$ cat config.mk
export PLATFORM = sky130hd
export DESIGN_NAME = dscp_remark_ip_checksum_flat
export DESIGN_NICKNAME = d
export VERILOG_FILES = /design/src/hdl/dscprm_pkg.sv /design/src/hdl/dscprm_if.sv /design/src/hdl/dscp_remark_ip_checksum.sv /design/src/hdl/dscprm_hdr_mem.sv /design/src/hdl/dscprm_csum.sv /design/src/flat_wrapper.sv
export SDC_FILE = /design/constraint.sdc
export NUM_CORES = 1
export LEC_CHECK = 0
export BUFFER_PORTS_ARGS = -buffer_cell sky130_fd_sc_hd__buf_2
export CORE_MARGIN = 2
export CORE_UTILIZATION = 30
export CTS_BUF_LIST = sky130_fd_sc_hd__clkbuf_2 sky130_fd_sc_hd__clkbuf_4 sky130_fd_sc_hd__clkbuf_8
export DETAILED_ROUTE_END_ITERATION = 8
export HOLD_SLACK_MARGIN = 0.05
export PLACE_DENSITY_LB_ADDON = 0.3
export SYNTH_ARGS = -nofsm -noshare
export SYNTH_HDL_FRONTEND = slang
export SYNTH_SLANG_ARGS = --single-unit
$ cat constraint.sdc
create_clock -name clk -period 4.95 [get_ports clk]
set_clock_uncertainty 0.05 [all_clocks]
set_input_delay 0.495 -clock clk [delete_from_list [all_inputs] [get_ports clk]]
set_output_delay 0.495 -clock clk [all_outputs]
set_load 0.01 [all_outputs]
$ cat src/hdl/dscprm_pkg.sv
// Shared types and constants for the DSCP remark and IPv4 checksum block.
package dscprm_pkg;

	localparam int WORD_W    = 16;
	localparam int DSCP_W    = 6;
	localparam int PRIO_W    = 3;
	localparam int CFG_IDX_W = 2;
	localparam int TGT_W     = 6;

	// Word positions in the frame: version/IHL + TOS, header checksum.
	localparam int VERHL_WORD      = 7;
	localparam int CSUM_WORD       = 12;
	localparam int MIN_FRAME_WORDS = 17;

	localparam logic [DSCP_W-1:0] DSCP_P1_RST = 6'd10;
	localparam logic [DSCP_W-1:0] DSCP_P2_RST = 6'd34;
	localparam logic [DSCP_W-1:0] DSCP_P3_RST = 6'd46;

	localparam logic [PRIO_W-1:0] PRIO_ONE   = 3'd1;
	localparam logic [PRIO_W-1:0] PRIO_TWO   = 3'd2;
	localparam logic [PRIO_W-1:0] PRIO_THREE = 3'd3;

	typedef enum logic [CFG_IDX_W-1:0] {
		CFG_DSCP_P1 = 2'd0,
		CFG_DSCP_P2 = 2'd1,
		CFG_DSCP_P3 = 2'd2
	} cfg_idx_t;

	typedef enum logic [1:0] {
		ST_BUF,
		ST_PASS,
		ST_BURST_RD,
		ST_BURST_LD
	} state_t;

	typedef struct packed {
		logic              clear;
		logic              add;
		logic [WORD_W-1:0] word;
	} csum_ctl_t;

endpackage

$ cat src/hdl/dscprm_if.sv
// Channel interfaces: frame input, remarked output and configuration writes.
interface dscprm_frame_if import dscprm_pkg::*; ();
	logic              valid;
	logic              ready;
	logic [WORD_W-1:0] frame_word;
	logic              frame_last;
	logic              single_byte_tail;
	logic [PRIO_W-1:0] packet_priority;

	modport source (output valid, frame_word, frame_last, single_byte_tail, packet_priority,
		input ready);
	modport sink (input valid, frame_word, frame_last, single_byte_tail, packet_priority,
		output ready);
endinterface

interface dscprm_result_if import dscprm_pkg::*; ();
	logic              valid;
	logic              ready;
	logic [WORD_W-1:0] out_word;
	logic              out_last;
	logic              out_single_byte_tail;

	modport source (output valid, out_word, out_last, out_single_byte_tail, input ready);
	modport sink (input valid, out_word, out_last, out_single_byte_tail, output ready);
endinterface

interface dscprm_cfg_if import dscprm_pkg::*; ();
	logic                 valid;
	logic                 ready;
	logic [CFG_IDX_W-1:0] index;
	logic [DSCP_W-1:0]    wdata;

	modport source (output valid, index, wdata, input ready);
	modport sink (input valid, index, wdata, output ready);
endinterface

$ cat src/hdl/dscp_remark_ip_checksum.sv
// DSCP remark with IPv4 header checksum rebuild: top level and control.
//
// Frames arrive as 16-bit big-endian words. The first words of each frame
// (at least 17, or 7 + 2*IHL when that is larger) are written into a header
// store of HEADER_BUFFER_WORDS entries, one word per cycle, while the
// checksum over the IP header words builds up alongside. When the header is
// complete the TOS byte becomes DSCP<<2 (DSCP picked by the priority sampled
// on the first word: registers 0..2 for priorities 1..3, zero otherwise) and
// the checksum word is replaced; the store is then read back as a burst
// with the input held off, each word in two steps, a memory read and a
// load of the output register. The rest of the frame passes through the
// output register at one word per cycle while the output is not stalled.
// Frames that end before the header is complete, or end on it with a
// single-byte tail, come out unchanged; a header that does not fit the
// store goes out unchanged when the store fills. DSCP registers are
// sampled during the burst, so write them only while the block is idle.
module dscp_remark_ip_checksum import dscprm_pkg::*; #(
	parameter int HEADER_BUFFER_WORDS = 37
) (
	input  logic        clk,
	input  logic        arst_n,
	dscprm_frame_if.sink    frame,
	dscprm_result_if.source remarked,
	dscprm_cfg_if.sink      cfg
);

	localparam int DEPTH = HEADER_BUFFER_WORDS;
	localparam int AW    = $clog2(DEPTH);
	localparam int CW    = $clog2(DEPTH + 1);

	localparam logic [CW-1:0]    VERHL_IDX = CW'(VERHL_WORD);
	localparam logic [CW-1:0]    CSUM_IDX  = CW'(CSUM_WORD);
	localparam logic [CW-1:0]    DEPTH_CNT = CW'(DEPTH);
	localparam logic [TGT_W-1:0] MIN_TGT   = TGT_W'(MIN_FRAME_WORDS);
	localparam logic [TGT_W-1:0] VERHL_TGT = TGT_W'(VERHL_WORD);
	localparam logic [TGT_W-1:0] DEPTH_TGT = TGT_W'(DEPTH);

	state_t state_q, state_n;

	logic [CW-1:0]     cnt_q;
	logic [CW-1:0]     k_q;
	logic [CW-1:0]     len_q;
	logic [PRIO_W-1:0] prio_q;
	logic [7:0]        verihl_q;
	logic [TGT_W-1:0]  tgt_q;
	logic              rewrite_q;
	logic              blast_q;
	logic              btail_q;
	logic [DSCP_W-1:0] dscp1_q;
	logic [DSCP_W-1:0] dscp2_q;
	logic [DSCP_W-1:0] dscp3_q;

	logic              out_valid_q;
	logic [WORD_W-1:0] out_word_q;
	logic              out_last_q;
	logic              out_tail_q;

	logic              in_acc;
	logic              tail_in;
	logic              out_free;
	logic [CW-1:0]     cnt_n;
	logic [TGT_W-1:0]  need;
	logic [TGT_W-1:0]  new_tgt;
	logic [TGT_W-1:0]  tgt;
	logic [TGT_W-1:0]  hdr_end;
	logic              emit;
	logic              rewrite_n;
	logic              mem_re;
	logic              load_pass;
	logic              load_burst;
	logic              burst_final;
	logic [DSCP_W-1:0] dscp_sel;
	logic [WORD_W-1:0] tos_word;
	logic [WORD_W-1:0] rd_data;
	logic [WORD_W-1:0] burst_word;
	logic [WORD_W-1:0] csum;
	csum_ctl_t         csum_ctl;

	// ---------------------------------------------------------------- config
	assign cfg.ready = 1'b1;

	always_ff @(posedge clk or negedge arst_n) begin
		if (!arst_n) begin
			dscp1_q <= DSCP_P1_RST;
			dscp2_q <= DSCP_P2_RST;
			dscp3_q <= DSCP_P3_RST;
		end else if (cfg.valid) begin
			unique case (cfg.index)
				CFG_DSCP_P1: dscp1_q <= cfg.wdata;
				CFG_DSCP_P2: dscp2_q <= cfg.wdata;
				CFG_DSCP_P3: dscp3_q <= cfg.wdata;
				default: ; // drop writes to unused indexes
			endcase
		end
	end

	always_comb begin
		unique case (prio_q)
			PRIO_ONE:   dscp_sel = dscp1_q;
			PRIO_TWO:   dscp_sel = dscp2_q;
			PRIO_THREE: dscp_sel = dscp3_q;
			default:    dscp_sel = '0;
		endcase
	end

	// New TOS byte clears ECN; the version/IHL byte stays as received.
	assign tos_word = {verihl_q, dscp_sel, 2'b00};

	// ------------------------------------------------------------ datapath
	assign in_acc   = frame.valid && frame.ready;
	assign tail_in  = frame.frame_last && frame.single_byte_tail;
	assign out_free = !out_valid_q || remarked.ready;
	assign cnt_n    = cnt_q + 1'b1;

	// Buffer target from the IHL nibble of word 7, never below 17 words.
	assign need    = VERHL_TGT + {1'b0, frame.frame_word[11:8], 1'b0};
	assign new_tgt = (need < MIN_TGT) ? MIN_TGT : need;
	always_comb begin
		if (cnt_q == VERHL_IDX) begin
			tgt = new_tgt;
		end else if (cnt_q > VERHL_IDX) begin
			tgt = tgt_q;
		end else begin
			tgt = MIN_TGT;
		end
	end

	// Words 8 up to the end of the IP header join the sum as they arrive;
	// skip the checksum word itself.
	assign hdr_end = VERHL_TGT + {1'b0, verihl_q[3:0], 1'b0};
	always_comb begin
		csum_ctl.clear = (state_q == ST_BUF) && in_acc && (cnt_q == '0);
		csum_ctl.add   = (state_q == ST_BUF) && in_acc && (cnt_q > VERHL_IDX)
			&& (cnt_q != CSUM_IDX) && (TGT_W'(cnt_q) < hdr_end);
		csum_ctl.word  = frame.frame_word;
	end

	dscprm_csum u_csum (
		.clk      (clk),
		.arst_n   (arst_n),
		.ctl      (csum_ctl),
		.tos_word (tos_word),
		.tos_incl (verihl_q[3:0] != 4'd0),
		.csum     (csum)
	);

	dscprm_hdr_mem #(.DEPTH(DEPTH)) u_mem (
		.clk   (clk),
		.we    ((state_q == ST_BUF) && in_acc),
		.waddr (cnt_q[AW-1:0]),
		.wdata (frame.frame_word),
		.re    (mem_re),
		.raddr (k_q[AW-1:0]),
		.rdata (rd_data)
	);

	assign burst_final = ((k_q + 1'b1) == len_q);

	always_comb begin
		burst_word = rd_data;
		if (rewrite_q && (k_q == VERHL_IDX)) begin
			burst_word = {rd_data[15:8], dscp_sel, 2'b00};
		end else if (rewrite_q && (k_q == CSUM_IDX)) begin
			burst_word = csum;
		end
	end

	// --------------------------------------------------------------- control
	always_comb begin
		state_n     = state_q;
		frame.ready = 1'b0;
		emit        = 1'b0;
		rewrite_n   = 1'b0;
		mem_re      = 1'b0;
		load_pass   = 1'b0;
		load_burst  = 1'b0;
		unique case (state_q)
			ST_BUF: begin
				frame.ready = 1'b1;
				if (in_acc) begin
					if (tgt > DEPTH_TGT) begin
						// Header cannot fit: flush unchanged when full or at frame end.
						emit = frame.frame_last || (cnt_n == DEPTH_CNT);
					end else if (TGT_W'(cnt_n) < tgt) begin
						emit = frame.frame_last;
					end else begin
						emit      = 1'b1;
						rewrite_n = !tail_in;
					end
				end
				if (emit) begin
					state_n = ST_BURST_RD;
				end
			end
			ST_PASS: begin
				frame.ready = out_free;
				if (in_acc) begin
					load_pass = 1'b1;
					if (frame.frame_last) begin
						state_n = ST_BUF;
					end
				end
			end
			ST_BURST_RD: begin
				mem_re  = 1'b1;
				state_n = ST_BURST_LD;
			end
			ST_BURST_LD: begin
				if (out_free) begin
					load_burst = 1'b1;
					if (burst_final) begin
						state_n = blast_q ? ST_BUF : ST_PASS;
					end else begin
						state_n = ST_BURST_RD;
					end
				end
			end
			default: state_n = ST_BUF;
		endcase
	end

	always_ff @(posedge clk or negedge arst_n) begin
		if (!arst_n) begin
			state_q <= ST_BUF;
		end else begin
			state_q <= state_n;
		end
	end

	always_ff @(posedge clk or negedge arst_n) begin
		if (!arst_n) begin
			cnt_q     <= '0;
			k_q       <= '0;
			len_q     <= '0;
			prio_q    <= '0;
			verihl_q  <= '0;
			tgt_q     <= '0;
			rewrite_q <= 1'b0;
			blast_q   <= 1'b0;
			btail_q   <= 1'b0;
		end else begin
			if ((state_q == ST_BUF) && in_acc) begin
				cnt_q <= emit ? '0 : cnt_n;
				if (cnt_q == '0) begin
					prio_q <= frame.packet_priority;
				end
				if (cnt_q == VERHL_IDX) begin
					verihl_q <= frame.frame_word[15:8];
					tgt_q    <= new_tgt;
				end
			end
			if (emit) begin
				k_q       <= '0;
				len_q     <= cnt_n;
				rewrite_q <= rewrite_n;
				blast_q   <= frame.frame_last;
				btail_q   <= tail_in;
			end else if (load_burst) begin
				k_q <= k_q + 1'b1;
			end
		end
	end

	// ------------------------------------------------------- output register
	always_ff @(posedge clk or negedge arst_n) begin
		if (!arst_n) begin
			out_valid_q <= 1'b0;
		end else if (load_pass || load_burst) begin
			out_valid_q <= 1'b1;
		end else if (remarked.ready) begin
			out_valid_q <= 1'b0;
		end
	end

	always_ff @(posedge clk) begin
		if (load_pass) begin
			out_word_q <= frame.frame_word;
			out_last_q <= frame.frame_last;
			out_tail_q <= tail_in;
		end else if (load_burst) begin
			out_word_q <= burst_word;
			out_last_q <= blast_q && burst_final;
			out_tail_q <= btail_q && burst_final;
		end
	end

	assign remarked.valid                = out_valid_q;
	assign remarked.out_word             = out_word_q;
	assign remarked.out_last             = out_last_q;
	assign remarked.out_single_byte_tail = out_tail_q;

	// ------------------------------------------------------------ assertions
	a_burst_blocks_input: assert property (@(posedge clk) disable iff (!arst_n)
		(state_q == ST_BURST_RD || state_q == ST_BURST_LD) |-> !frame.ready)
		else $error("input accepted during header burst");

	a_burst_index_in_range: assert property (@(posedge clk) disable iff (!arst_n)
		(state_q == ST_BURST_RD || state_q == ST_BURST_LD) |-> (k_q < len_q))
		else $error("burst index past buffered length");

	a_store_not_overrun: assert property (@(posedge clk) disable iff (!arst_n)
		(state_q == ST_BUF) |-> (cnt_q < DEPTH_CNT))
		else $error("header store overrun");

	a_last_burst_word_ends_frame: assert property (@(posedge clk) disable iff (!arst_n)
		(load_burst && burst_final && blast_q) |=> (state_q == ST_BUF && cnt_q == '0))
		else $error("frame end in burst did not return to buffering");

endmodule

$ cat src/hdl/dscprm_hdr_mem.sv
// Header word store: one write port, one registered read port.
module dscprm_hdr_mem import dscprm_pkg::*; #(
	parameter int DEPTH = 37
) (
	input  logic                     clk,
	input  logic                     we,
	input  logic [$clog2(DEPTH)-1:0] waddr,
	input  logic [WORD_W-1:0]        wdata,
	input  logic                     re,
	input  logic [$clog2(DEPTH)-1:0] raddr,
	output logic [WORD_W-1:0]        rdata
);

	logic [WORD_W-1:0] mem [DEPTH];

	always_ff @(posedge clk) begin
		if (we) begin
			mem[waddr] <= wdata;
		end
	end

	// Hold the last read word until the next read.
	always_ff @(posedge clk) begin
		if (re) begin
			rdata <= mem[raddr];
		end
	end

endmodule

$ cat src/hdl/dscprm_csum.sv
// Ones-complement accumulator for the IPv4 header checksum.
module dscprm_csum import dscprm_pkg::*; (
	input  logic              clk,
	input  logic              arst_n,
	input  csum_ctl_t         ctl,
	input  logic [WORD_W-1:0] tos_word,
	input  logic              tos_incl,
	output logic [WORD_W-1:0] csum
);

	logic [WORD_W-1:0] acc_q;
	logic [WORD_W:0]   add_sum;
	logic [WORD_W-1:0] add_fold;
	logic [WORD_W:0]   fin_sum;
	logic [WORD_W-1:0] fin_fold;

	// Fold the carry back in; the result cannot carry again.
	assign add_sum  = {1'b0, acc_q} + {1'b0, ctl.word};
	assign add_fold = add_sum[WORD_W-1:0] + {{(WORD_W-1){1'b0}}, add_sum[WORD_W]};

	always_ff @(posedge clk or negedge arst_n) begin
		if (!arst_n) begin
			acc_q <= '0;
		end else if (ctl.clear) begin
			acc_q <= '0;
		end else if (ctl.add) begin
			acc_q <= add_fold;
		end
	end

	// The rewritten TOS word joins combinationally, once the DSCP is settled.
	assign fin_sum  = {1'b0, acc_q} + {1'b0, tos_word};
	assign fin_fold = fin_sum[WORD_W-1:0] + {{(WORD_W-1){1'b0}}, fin_sum[WORD_W]};
	assign csum     = tos_incl ? ~fin_fold : ~acc_q;

endmodule

$ cat src/flat_wrapper.sv
// flat-port wrapper written by rule: the top's interface ports become plain ports
module dscp_remark_ip_checksum_flat import dscprm_pkg::*;
#(
	parameter int HEADER_BUFFER_WORDS = 37
)
  (clk, arst_n, frame_valid, frame_frame_word, frame_frame_last, frame_single_byte_tail, frame_packet_priority, frame_ready, remarked_valid, remarked_out_word, remarked_out_last, remarked_out_single_byte_tail, remarked_ready, cfg_valid, cfg_index, cfg_wdata, cfg_ready);
  dscprm_frame_if frame_i ();
  dscprm_result_if remarked_i ();
  dscprm_cfg_if cfg_i ();
  input  logic clk;
  input  logic arst_n;
  input wire logic [$bits(frame_i.valid)-1:0] frame_valid;
  input wire logic [$bits(frame_i.frame_word)-1:0] frame_frame_word;
  input wire logic [$bits(frame_i.frame_last)-1:0] frame_frame_last;
  input wire logic [$bits(frame_i.single_byte_tail)-1:0] frame_single_byte_tail;
  input wire logic [$bits(frame_i.packet_priority)-1:0] frame_packet_priority;
  output wire logic [$bits(frame_i.ready)-1:0] frame_ready;
  output wire logic [$bits(remarked_i.valid)-1:0] remarked_valid;
  output wire logic [$bits(remarked_i.out_word)-1:0] remarked_out_word;
  output wire logic [$bits(remarked_i.out_last)-1:0] remarked_out_last;
  output wire logic [$bits(remarked_i.out_single_byte_tail)-1:0] remarked_out_single_byte_tail;
  input wire logic [$bits(remarked_i.ready)-1:0] remarked_ready;
  input wire logic [$bits(cfg_i.valid)-1:0] cfg_valid;
  input wire logic [$bits(cfg_i.index)-1:0] cfg_index;
  input wire logic [$bits(cfg_i.wdata)-1:0] cfg_wdata;
  output wire logic [$bits(cfg_i.ready)-1:0] cfg_ready;
  assign frame_i.valid = frame_valid;
  assign frame_i.frame_word = frame_frame_word;
  assign frame_i.frame_last = frame_frame_last;
  assign frame_i.single_byte_tail = frame_single_byte_tail;
  assign frame_i.packet_priority = frame_packet_priority;
  assign frame_ready = frame_i.ready;
  assign remarked_valid = remarked_i.valid;
  assign remarked_out_word = remarked_i.out_word;
  assign remarked_out_last = remarked_i.out_last;
  assign remarked_out_single_byte_tail = remarked_i.out_single_byte_tail;
  assign remarked_i.ready = remarked_ready;
  assign cfg_i.valid = cfg_valid;
  assign cfg_i.index = cfg_index;
  assign cfg_i.wdata = cfg_wdata;
  assign cfg_ready = cfg_i.ready;
  dscp_remark_ip_checksum #(.HEADER_BUFFER_WORDS(HEADER_BUFFER_WORDS)) u_core (.clk(clk), .arst_n(arst_n), .frame(frame_i), .remarked(remarked_i), .cfg(cfg_i));
endmodule
==> flow_metrics.env <==
export IMPL_end_kind="flip-flop"
export IMPL_numClockSinks=701
export IMPL_seqPwrFrac=0.414
export IMPL_timing_rr_start="u_core.prio_q[1]$_DFFE_PN0P_"
export IMPL_dr_pass1_iters=5
export IMPL_htreeDepth=3
export IMPL_critPathKind="flip-flop to flip-flop"
export IMPL_ys_ff_latch=701
export IMPL_drive_gt1_frac=0.302
export IMPL_cp_max_fo=5
export IMPL_antenna_found_initial=8
export IMPL_p_sw_frac=0.321
export IMPL_rsz0062_at_grt="false"
export IMPL_rr_endpoint="u_core.remarked.out_word[15]$_DFFE_PP_"
export IMPL_post_route_drc_count=0
export IMPL_fin_tns_setup_ps=0
export IMPL_die_w_um=321
export IMPL_vias=17000
export IMPL_initial_utilization=0.302
export IMPL_comb_power_share=0.293
export IMPL_hpwl_um=52000
export IMPL_grt_max_degree=55
export IMPL_cts_tree="yes"
export IMPL_drtAntennaViolNets=0
export IMPL_timing_slew_headroom=0.112
export IMPL_yosysSeqAreaShare=0.684
export IMPL_async_flop_share=0.107
export IMPL_grt_pass1_wl_um=119000
export IMPL_netlist_area_um2=30200
export IMPL_die_height_um=321
export IMPL_slowest_delay_ps=450
export IMPL_p_per_area_nw_per_um2=515
export IMPL_layout_commonest_cell="edfxtp_1"
export IMPL_crit_chain="buf_4 > mux2_2 > a22oi_1 > or2_2 > fa_1 > nor2b_1 > o31a_1 > o21ai_2 > a21oi_2 > a21o_1 > a21oi_1 > o21bai_1 > a21o_1 > ha_1 > nand3_1 > nor3_2 > and3_1 > nand2_1 > o21bai_1 > or4_1 > xnor3_1 > a2bb2oi_1"
export IMPL_clock_path_buffers=3
export IMPL_hold_class="input port to flip-flop"
export IMPL_cts_made_buffers=113
export IMPL_gp_congestion=0.844
export IMPL_fin_nets=2027
export IMPL_port_buffers=53
export IMPL_grt_use_total=0.158
export IMPL_drv_slew=0
export IMPL_ys_warnings_count=0
export IMPL_ys_types=78
export IMPL_leakage_uw=0.0119
export IMPL_vias_per_cell=5.08
export IMPL_hold_end="u_core.btail_q$_DFFE_PN0P_"
export IMPL_die_area_um2=103000
export IMPL_path_buf_inv=1
export IMPL_synth_edff_count=626
export IMPL_worstSkewPairLatency_ps=780
export IMPL_yosys_most_used_dff="edfxtp_1"
export IMPL_critPathTopFamily="simple AND/OR/NAND/NOR gates"
export IMPL_p_switching_uw=5810
export IMPL_coreArea_um2=100000
export IMPL_drv_cap=0
export IMPL_syn_to_final_growth_pct=16.1
export IMPL_power_frac_clock=0.292
export IMPL_outcome="finished clean"
export IMPL_final_hold_violation_count=0
export IMPL_setup_viol=0
export IMPL_final_cell_mix="edfxtp_1, mux4_2, clkbuf_8"
export IMPL_routedWlPerCell_um=24.5
export IMPL_r2r_cells=22
export IMPL_arrival_ps=5160
export IMPL_startpoint_type="flip-flop"
export IMPL_ctsRootBufferMaster="clkbuf_8"
export IMPL_drtIter0Drc=1838
export IMPL_synth_avg_cell_area_um2=17.1
export IMPL_whs_path_depth=3
export IMPL_worstMarginPinSlew_ps=1330
export IMPL_ios=55
export IMPL_irDropWorstVdd_mv=0.235
export IMPL_clkTransAtPathRegs_ps=70
export IMPL_syn_instance_count=1772
export IMPL_hp_start="frame_single_byte_tail"
export IMPL_overflow=0
export IMPL_finalWirelength_um=81600
export IMPL_fmax_mhz=211
export IMPL_reg2reg_slack_ps=210
export IMPL_p_int_uw=12300
export IMPL_finalCriticalPeriod_ps=4740
export IMPL_synth_fp_nets=1859
export IMPL_critPathRequiredTime_ps=5370
export IMPL_rows=116
export IMPL_fin_crit_sh=0.957
export IMPL_cp_slowest_cell="fa_1"
export IMPL_grt_pass1_vias=17300
export IMPL_fin_util=0.351
cells by family after synthesis:
group,count (synthesis),synth area share
flops,701,0.684
simple gates,379,0.0601
compound gates,237,0.0513
mux,223,0.148
buf+inv,118,0.0156
xor+xnor,60,0.0183
fa+ha+maj,53,0.0224
other cells,1,0.000124
area by class of cell:
class | instances | area (um^2)
Antenna cell | 1 | 2.50
Clock buffer | 184 | 2180
Clock inverter | 31 | 292
Fill cell | 9423 | 64900
Inverter | 25 | 93.8
Multi-Input combinational cell | 953 | 9180
Sequential cell | 701 | 20700
Tap cell | 1298 | 1620
Timing Repair Buffer | 146 | 1050
worst max path at each step:
stage	from	end	slack, ps	depth (start not counted)
after CTS	u_core.prio_q[1]$_DFFE_PN0P_	u_core.remarked.out_word[15]$_DFFE_PP_	150	23
after global placement	u_core.prio_q[1]$_DFFE_PN0P_	u_core.remarked.out_word[12]$_DFFE_PP_	280	23
final	u_core.prio_q[1]$_DFFE_PN0P_	u_core.remarked.out_word[15]$_DFFE_PP_	210	22
after floorplan	u_core.prio_q[1]$_DFFE_PN0P_	u_core.remarked.out_word[15]$_DFFE_PP_	100	24
after global routing	u_core.prio_q[1]$_DFFE_PN0P_	u_core.remarked.out_word[15]$_DFFE_PP_	6	22
after detailed placement	u_core.prio_q[1]$_DFFE_PN0P_	u_core.remarked.out_word[15]$_DFFE_PP_	140	23
power groups by stage:
stage               Combinational, uW  Clock, uW  Sequential [uW]
finish                           5310       5290             7500
global route                     5730       5670             7570
CTS                              5360       5430             7520
detailed placement               5330          0             7630
global placement                 5280          0             7630
floorplan                        3790          0             7210
cell usage after synthesis (7+ instances only):
cell	count	area, um^2
edfxtp_1	626	18800
mux4_2	176	3960
nand2_1	108	405
nor2_1	103	387
dfrtp_1	67	1680
a21oi_1	62	310
clkbuf_1	60	225
nand3_1	53	265
ha_1	51	638
o21ai_0	45	225
xnor2_1	34	298
mux2_2	28	315
a211oi_1	26	195
inv_1	25	93.8
nor3_1	24	120
xor2_1	23	201
nor2b_1	21	131
buf_1	18	67.6
mux2i_1	18	180
o21ai_1	14	70.1
a21o_1	13	97.6
buf_2	13	65.1
and3_1	10	62.6
a31oi_1	9	56.3
or3_1	9	56.3
dfstp_2	8	210
nand2b_1	8	50.1
a22oi_1	7	52.6
nand3b_1	7	52.6
nand4_1	7	43.8
o211ai_1	7	52.6
o21a_1	7	52.6
sequential cells by signal, summed over array words and instances (netlist names), 2 cells and up:
name,cells
u_core.u_mem.mem,592
u_core.remarked.out_word,16
u_core.u_csum.acc_q,16
u_core.u_mem.rdata,16
u_core.verihl_q,8
u_core.cnt_q,6
u_core.dscp1_q,6
u_core.dscp2_q,6
u_core.dscp3_q,6
u_core.k_q,6
u_core.len_q,6
u_core.tgt_q,6
u_core.prio_q,3
u_core.state_q,2
layer usage:
layer	vias to the layer above	wire length (um)	track usage
met4	0	1860	0.0436
met5	-	0	0
met1	8824	36100	0.221
met2	603	37500	0.245
li1	7421	-	-
met3	118	6120	0.0383
worst min-delay path: cells and delay by family:
family / cells / cell delay [ps]
AOI/OAI and AO/OA: 1 / 90
buffers and inverters: 1 / 100
and+or+nand+nor: 1 / 140
per-stage QoR:
stage,hold slack [ps],total power [uW],cell area [um^2],worst slack (ps),cells
final,123,18100,35100,214,3339
after global routing,109,19000,35100,6.43,3339
after CTS,69.8,18300,35100,148,3337
after detailed placement,367,13000,32500,138,3110
after global placement,358,12900,32500,285,3110
after floorplan,149,11000,30200,98.8,1772
what timing repair did:
item / 4_1_cts / 5_1_grt
gates resized for setup: 0 / 5
setup endpoints to repair: 0 / 7
buffers inserted: 0 / 1
hold endpoints to repair: 47 / 0
hold buffers: 12 / 0
Note: power is estimated with default switching activity, not from simulation.
